===== config.mk =====
export PLATFORM = sky130hd
export DESIGN_NAME = hcbp_packer
export DESIGN_NICKNAME = d
export VERILOG_FILES = /design/src/hdl/hcbp_pkg.sv /design/src/hdl/hcbp_packer.sv
export SDC_FILE = /design/constraint.sdc
export NUM_CORES = 1
export LEC_CHECK = 0
export BUFFER_PORTS_ARGS = -buffer_cell sky130_fd_sc_hd__buf_2
export CAP_MARGIN = 20
export CORE_MARGIN = 2
export CORE_UTILIZATION = 50
export CTS_CLUSTER_DIAMETER = 60
export DETAILED_ROUTE_END_ITERATION = 8
export GPL_ROUTABILITY_DRIVEN = 1
export PLACE_DENSITY_LB_ADDON = 0.2
export SLEW_MARGIN = 30
export SYNTH_ARGS = -nofsm -noshare
export SYNTH_HDL_FRONTEND = slang
export SYNTH_SLANG_ARGS = --single-unit

===== constraint.sdc =====
create_clock -name clock -period 8 [get_ports clock]
set_clock_uncertainty 0.1 [all_clocks]
set_input_delay 1.6 -clock clock [delete_from_list [all_inputs] [get_ports clock]]
set_output_delay 1.6 -clock clock [all_outputs]
set_load 0.01 [all_outputs]

===== src/hdl/hcbp_pkg.sv =====
// Shared types and constants of the Huffman code bit packer.
// Used by hcbp_code_table, hcbp_packer and huffman_code_bit_packer; depends on nothing.
package hcbp_pkg;

   // fixed field widths
   localparam int OP_W       = 2;
   localparam int SYM_W      = 8;
   localparam int CODE_W     = 32;
   localparam int LEN_IN_W   = 6;
   localparam int BYTE_W     = 8;
   localparam int FILL_W     = 3;

   // parameter defaults
   localparam int DEF_MAX_CODE_LEN = 32;
   localparam int DEF_SYMBOLS      = 256;

   // request op codes
   localparam logic [OP_W-1:0] OP_LOAD   = 2'd0;
   localparam logic [OP_W-1:0] OP_ENCODE = 2'd1;
   localparam logic [OP_W-1:0] OP_FLUSH  = 2'd2;

   typedef enum logic [1:0] {
      ST_IDLE,
      ST_LOOKUP,
      ST_PACK,
      ST_FLUSH
   } state_type;

   // sequencer to packer
   typedef struct packed {
      logic load;
      logic flush;
   } pack_ctrl_type;

   // packer to sequencer
   typedef struct packed {
      logic rem_zero;
      logic flush_ack;
   } pack_status_type;

endpackage


===== src/hdl/hcbp_packer.sv =====
// Byte-digit packer: left-aligned code shift register, byte buffer and
// output register. Depends on hcbp_pkg.
module hcbp_packer #(
   parameter int LEN_W = $clog2(hcbp_pkg::DEF_MAX_CODE_LEN + 1)
) (
   input  logic                           clock,
   input  logic                           reset,
   input  hcbp_pkg::pack_ctrl_type        ctrl,
   input  logic [hcbp_pkg::CODE_W-1:0]    code_in,
   input  logic [LEN_W-1:0]               len_in,
   output hcbp_pkg::pack_status_type      status,
   output logic                           rsp_valid,
   input  logic                           rsp_stall,
   output logic [hcbp_pkg::BYTE_W-1:0]    rsp_out_byte,
   output logic                           rsp_last
);

   localparam int CODE_W = hcbp_pkg::CODE_W;
   localparam int BYTE_W = hcbp_pkg::BYTE_W;
   localparam int FILL_W = hcbp_pkg::FILL_W;
   localparam int SHA_W  = $clog2(CODE_W + 1);
   localparam int CMP_W  = LEN_W + 1;
   localparam int AV_W   = FILL_W + 1;

   logic [CODE_W-1:0] sh_ff, sh_in;
   logic [LEN_W-1:0]  rem_ff, rem_in;
   logic [BYTE_W-1:0] buf_ff, buf_in;
   logic [FILL_W-1:0] fill_ff, fill_in;
   logic              ovalid_ff, ovalid_in;
   logic [BYTE_W-1:0] obyte_ff, obyte_in;
   logic              olast_ff, olast_in;

   logic              out_free;
   logic [AV_W-1:0]   avail;
   logic [BYTE_W-1:0] merged;
   logic [CMP_W-1:0]  rem_x, avail_x, after;
   logic              rem_ge;
   logic [SHA_W-1:0]  align_amt;

   assign out_free  = !ovalid_ff || !rsp_stall;
   assign avail     = AV_W'(BYTE_W) - {1'b0, fill_ff};
   assign merged    = buf_ff | (sh_ff[CODE_W-1 -: BYTE_W] >> fill_ff);
   assign rem_x     = {1'b0, rem_ff};
   assign avail_x   = CMP_W'(avail);
   assign rem_ge    = rem_x >= avail_x;
   assign after     = rem_x - avail_x;
   assign align_amt = SHA_W'(CODE_W) - SHA_W'(len_in);

   always_comb begin
      sh_in     = sh_ff;
      rem_in    = rem_ff;
      buf_in    = buf_ff;
      fill_in   = fill_ff;
      ovalid_in = ovalid_ff && rsp_stall;
      obyte_in  = obyte_ff;
      olast_in  = olast_ff;
      if (ctrl.load) begin
         // first code bit to the top of the shift register
         sh_in  = code_in << align_amt;
         rem_in = len_in;
      end else if (rem_ff != '0) begin
         if (rem_ge) begin
            // digit fills the byte: emit once the output slot frees up
            if (out_free) begin
               ovalid_in = 1'b1;
               obyte_in  = merged;
               olast_in  = after < CMP_W'(BYTE_W);
               buf_in    = '0;
               fill_in   = '0;
               sh_in     = sh_ff << avail;
               rem_in    = after[LEN_W-1:0];
            end
         end else begin
            buf_in  = merged;
            fill_in = fill_ff + rem_ff[FILL_W-1:0];
            rem_in  = '0;
         end
      end else if (ctrl.flush && fill_ff != '0 && out_free) begin
         ovalid_in = 1'b1;
         obyte_in  = buf_ff;
         olast_in  = 1'b1;
         buf_in    = '0;
         fill_in   = '0;
      end
   end

   always_ff @(posedge clock) begin
      if (reset) begin
         rem_ff    <= '0;
         buf_ff    <= '0;
         fill_ff   <= '0;
         ovalid_ff <= 1'b0;
      end else begin
         rem_ff    <= rem_in;
         buf_ff    <= buf_in;
         fill_ff   <= fill_in;
         ovalid_ff <= ovalid_in;
      end
   end

   always_ff @(posedge clock) begin
      sh_ff    <= sh_in;
      obyte_ff <= obyte_in;
      olast_ff <= olast_in;
   end

   assign status.rem_zero  = rem_ff == '0;
   assign status.flush_ack = ctrl.flush && (fill_ff == '0 || out_free);

   assign rsp_valid    = ovalid_ff;
   assign rsp_out_byte = obyte_ff;
   assign rsp_last     = olast_ff;

endmodule


==> run summary, run 1 <==
dpl cells: 767
Peak VDD IR: 0.000168 V
die height: 114 um
Mapped Nets: 661
Avg Cell Area, Syn: 9.95 um^2
H-tree depth: 3
root buf cell: clkbuf_16
Hold Path Depth: 2
Post-synth EDFFs: 41
Num Clock Sinks: 59
estimated wirelength of the detail-placed design: 12100 um
core box area: 11900 um^2
Final #Nets: 684
Area Overhead vs Synth: 9.97%
initial cell density of the core: 50.8%
n_diodes: 0
Post-synth ARST share: 0%
Fillers: 1065
Worst Reg-to-Reg Cells: 13
IO Pins: 55
setup bufs post-CTS: 0
GP Congestion: 0.917
mapped cell area: 6050 um^2
vias in the first global route: 4916
Leak: 2.37 nW
initial antenna violation count: 0
outcome: finished clean
post-route ant nets: 0
register area share after synthesis: 26.3%
# resized after CTS: 0
width of the die: 114 um
total number of vias: 5300
total grt overflow: 0
DRT iter0 DRCs: 471
FP Rows: 40
final WL: 16200 um
FMAX: 204 MHz
number of distinct library cells after synthesis: 76
setup TNS: 0 ns
crit path kind: reg2reg
largest net degree at the start of global routing: 49
PwrDens: 393 nW/um^2
hold worst-path end: buf_ff[5]$_SDFFE_PP0P_
die area: 13000 um^2
Fin. Hold Viols: 0
setup violators final: 0
post-DR wirelength/cell: 20.7 um
Non-Filler Instances: 783
Hold Crit Class: reg2reg
TritonCTS Buffers: 9
Sequential Area: 1590 um^2
Crit Reg-Reg Startpoint: fill_ff[0]$_SDFFE_PP0P_
fraction of layout cells with a size suffix above 1: 28.5%
RSZ-0062 raised after global routing: no
first-pass GRT wire length: 26300 um
Vias per Instance: 6.77
crit path time final: 4.90 ns
clock-pin slew on the worst setup and hold paths: 0.06 ns
Seq cells post-synth: 59
cts hold-fix bufs: 0
Syn Inst Count: 608
Skew-Pair Late Insertion Delay: 0.34 ns
critical-path maximum fanout: 48
GRT Overall Usage: 25.6%
TritonRoute pass-1 iters: 5
drt drc: 0
total of max-cap violations: 0
relative slew slack: 45.9%
share of the clock period used by the worst path: 61.3%
TritonCTS clock tree: built
Critical Path End Type: flip-flop
crit path DAT: 4.80 ns
fin. max-slew vios: 0
worst endpoint required time: 7.90 ns
startpoint types: flip-flop
Util after Layout: 55.8%
top_reg_cell synth: edfxtp_1
Hold Path Origin: buf_ff[5]$_SDFFE_PP0P_
Reg2Reg Capture Point: sh_ff[30]$_DFFE_PP_
Slew @ Worst Pin: 0.809 ns
commonest non-fill, non-tap cell in the layout: nand2_1
area of the multi-input gates: 4170 um^2
most frequent cells in the layout: nand2_1, mux4_2, buf_2, edfxtp_1, mux2i_1
Synth Warn #: 0
FF-to-FF setup slack: 3.10 ns
clk buf depth: 2
Port Buffers: 54
worst max path at each step:
stage | startpoint | end | slack, ns | cells past startpoint
after floorplan | fill_ff[0]$_SDFFE_PP0P_ | sh_ff[30]$_DFFE_PP_ | 2.12 | 14
after global placement | len_in[0] | sh_ff[30]$_DFFE_PP_ | 2.98 | 9
after detailed placement | fill_ff[0]$_SDFFE_PP0P_ | sh_ff[30]$_DFFE_PP_ | 3.13 | 13
after CTS | fill_ff[0]$_SDFFE_PP0P_ | sh_ff[30]$_DFFE_PP_ | 3.12 | 13
after global routing | fill_ff[0]$_SDFFE_PP0P_ | sh_ff[30]$_DFFE_PP_ | 2.77 | 13
final | fill_ff[0]$_SDFFE_PP0P_ | sh_ff[30]$_DFFE_PP_ | 3.10 | 13
per-layer routing:
layer,up-vias,part of all wire [%],global-route usage (%)
met1,2596,46,37.9
met4,0,2.3,8.78
met2,210,45,38.8
met5,-,0,0
met3,32,6.4,3.35
li1,2462,-,-
area by class of cell:
| type | instances | share of cell area [%] |
|---|---|---|
| Sequential cell | 59 | 24.0 |
| Clock buffer | 10 | 3.76 |
| Inverter | 16 | 0.903 |
| Multi-Input combinational cell | 484 | 62.7 |
| Timing Repair Buffer | 61 | 4.85 |
| Clock inverter | 6 | 1.07 |
| Tap cell | 147 | 2.77 |
kinds of logic after synthesis:
group                    share of synthesized area (%)
AO/OA/AOI/OAI                                     19.5
XOR/XNOR                                         0.724
adder cells (fa/ha/maj)                           2.32
buffers and inverters                             5.21
flip-flops                                        26.3
multiplexers                                      31.2
AND/OR/NAND/NOR                                   14.7
where the power goes:
part / total, mW / internal, mW / switching (mW) / leakage (nW)
clock: 0.417 / 0.262 / 0.155 / 0.150
sequential: 0.671 / 0.545 / 0.126 / 0.575
combinational: 1.53 / 0.629 / 0.899 / 1.64
total: 2.62 / 1.44 / 1.18 / 2.37
synth_stat cells, types with 11 or more instances:
master	n	share of area [%]
clkbuf_1	16	0.99
dfxtp_1	18	6.0
mux2_2	20	3.7
buf_2	20	1.7
inv_1	12	0.74
edfxtp_1	41	20
mux2i_1	38	6.3
nor2_1	37	2.3
a21oi_1	34	2.8
o21ai_0	26	2.2
a22oi_1	11	1.4
nand2_1	78	4.8
nand3_1	21	1.7
mux4_2	57	21
critical path: stages, from the launching register on:
cell and delay [ns]:
dfxtp_2 0.31, buf_4 0.54, inv_2 0.28, ha_1 0.26
ha_1 0.27, buf_4 0.35, inv_2 0.25, ha_1 0.44
nand2_1 0.13, o31ai_2 0.43, nor2_1 0.16, o21ai_2 0.18
buf_4 0.40, a21boi_0 0.43
metrics by stage:
stage	instance area, um^2	hold WS [ns]	power (mW)	worst slack (ns)
2_1_floorplan	6050	0.337	1.79	2.12
3_3_place_gp	6310	0.349	2.13	2.98
3_5_place_dp	6320	0.365	2.16	3.13
4_1_cts	6640	0.379	2.59	3.12
5_1_grt	6650	0.406	2.78	2.77
6_report	6650	0.383	2.62	3.10
sequential cells by signal, summed over array words and instances, names as in the netlist:
register / cells
rsp_out_byte: 8
rem_ff: 6
rsp_valid: 1
rsp_last: 1
buf_ff: 8
sh_ff: 32
fill_ff: 3
Power figures use the tool's default switching activity.
==> run 2, diff against run 1 <==
==> constraint.sdc (replaced) <==
create_clock -name clock -period 5.1 [get_ports clock]
set_clock_uncertainty 0.1 [all_clocks]
set_input_delay 1.02 -clock clock [delete_from_list [all_inputs] [get_ports clock]]
set_output_delay 1.02 -clock clock [all_outputs]
set_load 0.01 [all_outputs]
==> run summary, run 2 (synthesis gave the netlist of run 1 again) <==
outcome: finished clean
setup violators final: 0
Final #Nets: 687
final WL: 16500 um
Hold Crit Class: reg2reg
Placed Area: 6330 um^2
crit path kind: reg2reg
worst path bufs/invs: 4
fin. max-slew vios: 0
Vias per Instance: 6.76
initial cell density of the core: 50.8%
share of the clock period used by the worst path: 77.1%
most frequent cells in the layout: nand2_1, mux4_2, buf_2, edfxtp_1, mux2i_1
vias in the first global route: 4988
largest net degree at the start of global routing: 48
Fin. Hold Viols: 0
DR top layer: met4
H-tree depth: 3
PwrDens: 618 nW/um^2
FMAX: 254 MHz
cts hold-fix bufs: 0
Port Buffers: 54
Biggest register: sh_ff
Top delay family on crit path: buffers and inverters
crit path time final: 3.93 ns
core box area: 11900 um^2
Critical Path End Type: flip-flop
Crit-path slowest cell: dfxtp_1
Leak: 2.39 nW
setup TNS: 0 ns
max reg flops: 32
die height: 114 um
die area: 13000 um^2
post-route ant nets: 0
commonest non-fill, non-tap cell in the layout: nand2_1
total number of vias: 5317
RSZ-0062 raised after global routing: no
critical-path maximum fanout: 30
IO Pins: 55
total grt overflow: 0
total of max-cap violations: 0
fraction of layout cells with a size suffix above 1: 28.2%
crit-path cells: inv_1 -> ha_1 -> ha_1 -> buf_4 -> inv_2 -> ha_1 -> nand2_1 -> o31ai_2 -> nor2_1 -> o21ai_2 -> buf_4
Peak VDD IR: 0.000214 V
setup bufs post-CTS: 0
GP Congestion: 0.895
post-route cell area: 6660 um^2
root buf cell: clkbuf_16
GRT Overall Usage: 26.2%
first-pass GRT wire length: 26700 um
post-DR wirelength/cell: 21.0 um
DRT iter0 DRCs: 524
Critical Path Max Stage Delay: 0.60 ns
Most common cell on crit path: ha_1
startpoint types: flip-flop
# resized after CTS: 0
initial antenna violation count: 0
TritonCTS Buffers: 9
n_diodes: 0
drt drc: 0
Num Clock Sinks: 59
FF-to-FF setup slack: 1.17 ns
worst endpoint required time: 4.98 ns
Slew @ Worst Pin: 0.853 ns
width of the die: 114 um
TritonRoute pass-1 iters: 5
clock-pin slew on the worst setup and hold paths: 0.05 ns
Skew-Pair Late Insertion Delay: 0.33 ns
clk buf depth: 2
metal2 WL: 7630 um
relative slew slack: 43.0%
FP Rows: 40
Area Overhead vs Synth: 10.2%
Met3 Wirelength: 1420 um
TritonCTS clock tree: built
estimated wirelength of the detail-placed design: 12500 um
crit path DAT: 3.82 ns
wire length on met1: 7000 um
run 2: changes by cell type in the layout (fill, tap and decap cells not counted), sizes merged:
cell,previous run,this run
clkbuf,10,12
bufinv,1,2
buf,61,64
clkinvlp,2,0
inv,16,15
run 2: area by class of cell:
| class | instances | area, um^2 |
|---|---|---|
| repair buffers | 64 | 345 |
| clock buffers | 12 | 246 |
| well taps | 147 | 184 |
| inverters | 16 | 60.1 |
| clock inverters | 4 | 73.8 |
| fillers | 1084 | 5250 |
| flip-flops and latches | 59 | 1590 |
| multi-input cells | 484 | 4160 |
run 2: power by group:
part	internal, mW	switching, mW	leakage, nW
Combinational	0.993	1.42	1.65
Sequential	0.855	0.201	0.575
Clock	0.440	0.211	0.157
Total	2.29	1.83	2.39
run 2: per-stage QoR:
stage / worst slack (ns) / hold WS [ns] / std cells / total power [mW] / util (%)
after floorplan: 0.0341 / 0.337 / 608 / 2.81 / -
after global placement: 1.21 / 0.348 / 770 / 3.37 / 53.2
after detailed placement: 1.12 / 0.364 / 770 / 3.40 / 53.2
after CTS: 1.17 / 0.377 / 786 / 4.08 / 55.9
after global routing: 0.879 / 0.401 / 786 / 4.39 / 55.9
final: 1.17 / 0.377 / 786 / 4.12 / 55.9
run 2: per-layer routing:
layer | global-route usage [%] | vias to the layer above
met5 | 0 | -
met2 | 40.6 | 277
met4 | 10.0 | 0
li1 | - | 2459
met3 | 5.15 | 35
met1 | 36.6 | 2546
run 2: final timing paths:
kind                      startpoint                      to  cells past startpoint
max          fill_ff[1]$_SDFFE_PP0P_      sh_ff[0]$_DFFE_PP_                     11
min           buf_ff[5]$_SDFFE_PP0P_  buf_ff[5]$_SDFFE_PP0P_                      2
min reg2reg   buf_ff[5]$_SDFFE_PP0P_  buf_ff[5]$_SDFFE_PP0P_                      2
max reg2reg  fill_ff[1]$_SDFFE_PP0P_      sh_ff[0]$_DFFE_PP_                     11
run 2: worst min-delay path, stage by stage (launching register included):
cell and delay, ns:
dfxtp_1 0.33, a21oi_1 0.05, nor2_1 0.07
==> run 3, diff against run 2 <==
==> constraint.sdc (replaced) <==
create_clock -name clock -period 3.2 [get_ports clock]
set_clock_uncertainty 0.1 [all_clocks]
set_input_delay 0.64 -clock clock [delete_from_list [all_inputs] [get_ports clock]]
set_output_delay 0.64 -clock clock [all_outputs]
set_load 0.01 [all_outputs]
==> run summary, run 3 (synthesis gave the netlist of run 1 again) <==
crit path kind: reg2reg
startpoint types: flip-flop
vias in the first global route: 5078
die area: 13000 um^2
Sequential Area: 1590 um^2
Biggest register: sh_ff
clk buf depth: 2
RSZ-0062 raised after global routing: no
outcome: finished clean
Num Clock Sinks: 59
worst path bufs/invs: 2
total of max-cap violations: 0
width of the die: 114 um
Area Overhead vs Synth: 15.5%
Vias per Instance: 6.73
Critical Path Max Stage Delay: 0.82 ns
area of the multi-input gates: 4240 um^2
power consumption: 6.90 mW
die height: 114 um
drt drc: 0
Port Buffers: 54
Final #Nets: 710
# resized after CTS: 0
Clock power frac: 16.1%
root buf cell: clkbuf_16
Seq pwr share: 24.4%
worst setup margin: 0.188 ns
setup violators final: 0
Hold Crit Class: reg2reg
relative slew slack: 34.7%
commonest non-fill, non-tap cell in the layout: nand2_1
clock-pin slew on the worst setup and hold paths: 0.06 ns
Slew @ Worst Pin: 0.968 ns
post-route ant nets: 0
Skew-Pair Late Insertion Delay: 0.34 ns
worst endpoint required time: 3.37 ns
largest net degree at the start of global routing: 46
critical-path maximum fanout: 12
Fillers: 1041
FP Rows: 40
initial antenna violation count: 0
sw frac: 44.4%
FMAX: 332 MHz
GP Congestion: 0.906
initial cell density of the core: 50.8%
combinational fraction of design power: 59.5%
TritonCTS Buffers: 9
cell-internal power: 3.84 mW
switching pwr: 3.06 mW
crit path time final: 3.01 ns
DRT iter0 DRCs: 440
post-DR wirelength/cell: 20.9 um
total grt overflow: 0
Fin. Hold Viols: 0
GRT Overall Usage: 26.7%
crit-path cells: buf_4 -> nor3_2 -> inv_1 -> ha_1 -> nor3_1 -> o31ai_4 -> o41ai_1 -> a21oi_1 -> nor2_1
setup bufs post-CTS: 0
share of the clock period used by the worst path: 94.1%
first-pass GRT wire length: 27300 um
core box area: 11900 um^2
Critical Path End Type: flip-flop
Peak VDD IR: 0.000379 V
Top delay family on crit path: compound AO/OA/AOI/OAI gates
Leak: 2.54 nW
pre-CTS WS: 0.291 ns
H-tree depth: 3
most frequent cells in the layout: nand2_1, mux4_2, buf_2, edfxtp_1, mux2i_1
cts hold-fix bufs: 0
TritonCTS clock tree: built
fin. max-slew vios: 0
max reg flops: 32
total number of vias: 5444
PwrDens: 988 nW/um^2
final WL: 16900 um
TritonRoute pass-1 iters: 5
Crit-path slowest cell: o41ai_1
estimated wirelength of the detail-placed design: 12900 um
crit path DAT: 3.18 ns
n_diodes: 0
IO Pins: 55
fraction of layout cells with a size suffix above 1: 32.0%
## run 3: tightest hold or removal path: cells and delay by family, from the launching register on
kind                   cells  cell delay, ns
AO/OA/AOI/OAI              1            0.06
buffers and inverters      1            0.08
flip-flops                 1            0.30
## run 3: worst paths after layout
| check | end | slack [ns] | depth (start not counted) | startpoint |
|---|---|---|---|---|
| hold reg to reg | buf_ff[3]$_SDFFE_PP0P_ | 0.38 | 2 | buf_ff[3]$_SDFFE_PP0P_ |
| setup reg to reg | buf_ff[2]$_SDFFE_PP0P_ | 0.19 | 9 | fill_ff[1]$_SDFFE_PP0P_ |
| hold / removal | buf_ff[3]$_SDFFE_PP0P_ | 0.38 | 2 | buf_ff[3]$_SDFFE_PP0P_ |
| setup / recovery | buf_ff[2]$_SDFFE_PP0P_ | 0.19 | 9 | fill_ff[1]$_SDFFE_PP0P_ |
## run 3: metrics by stage
step                      area, um^2  hold slack (ns)  util (%)  cells  setup TNS, ns
after floorplan                 6230            0.337         -    608         -0.298
after global placement          6640            0.349      55.7    793              0
after detailed placement        6640            0.365      55.7    793              0
after CTS                       6980            0.381      58.6    809              0
after global routing            6980            0.416      58.6    809              0
final                           6980            0.383      58.6    809              0
## run 3: cell type report
class | count | area share (%)
Multi-Input combinational cell | 484 | 60.7
Sequential cell | 59 | 22.8
Timing Repair Buffer | 87 | 7.95
Clock buffer | 10 | 3.58
Tap cell | 147 | 2.63
Clock inverter | 6 | 1.36
Inverter | 16 | 1.00
## run 3: per-layer routing
| metal | GRT usage, % | wire length (um) |
|---|---|---|
| met4 | 8.21 | 368 |
| met3 | 3.67 | 1190 |
| met5 | 0 | 0 |
| met1 | 39.7 | 7670 |
| met2 | 40.9 | 7680 |
## run 3: power by group through the flow
stage,clock network [mW],registers [mW],logic (mW)
after detailed placement,0,1.68,4.01
after floorplan,0,1.61,3.07
after global placement,0,1.66,3.96
final,1.11,1.68,4.11
after CTS,1.12,1.67,4.06
after global routing,1.16,1.72,4.44
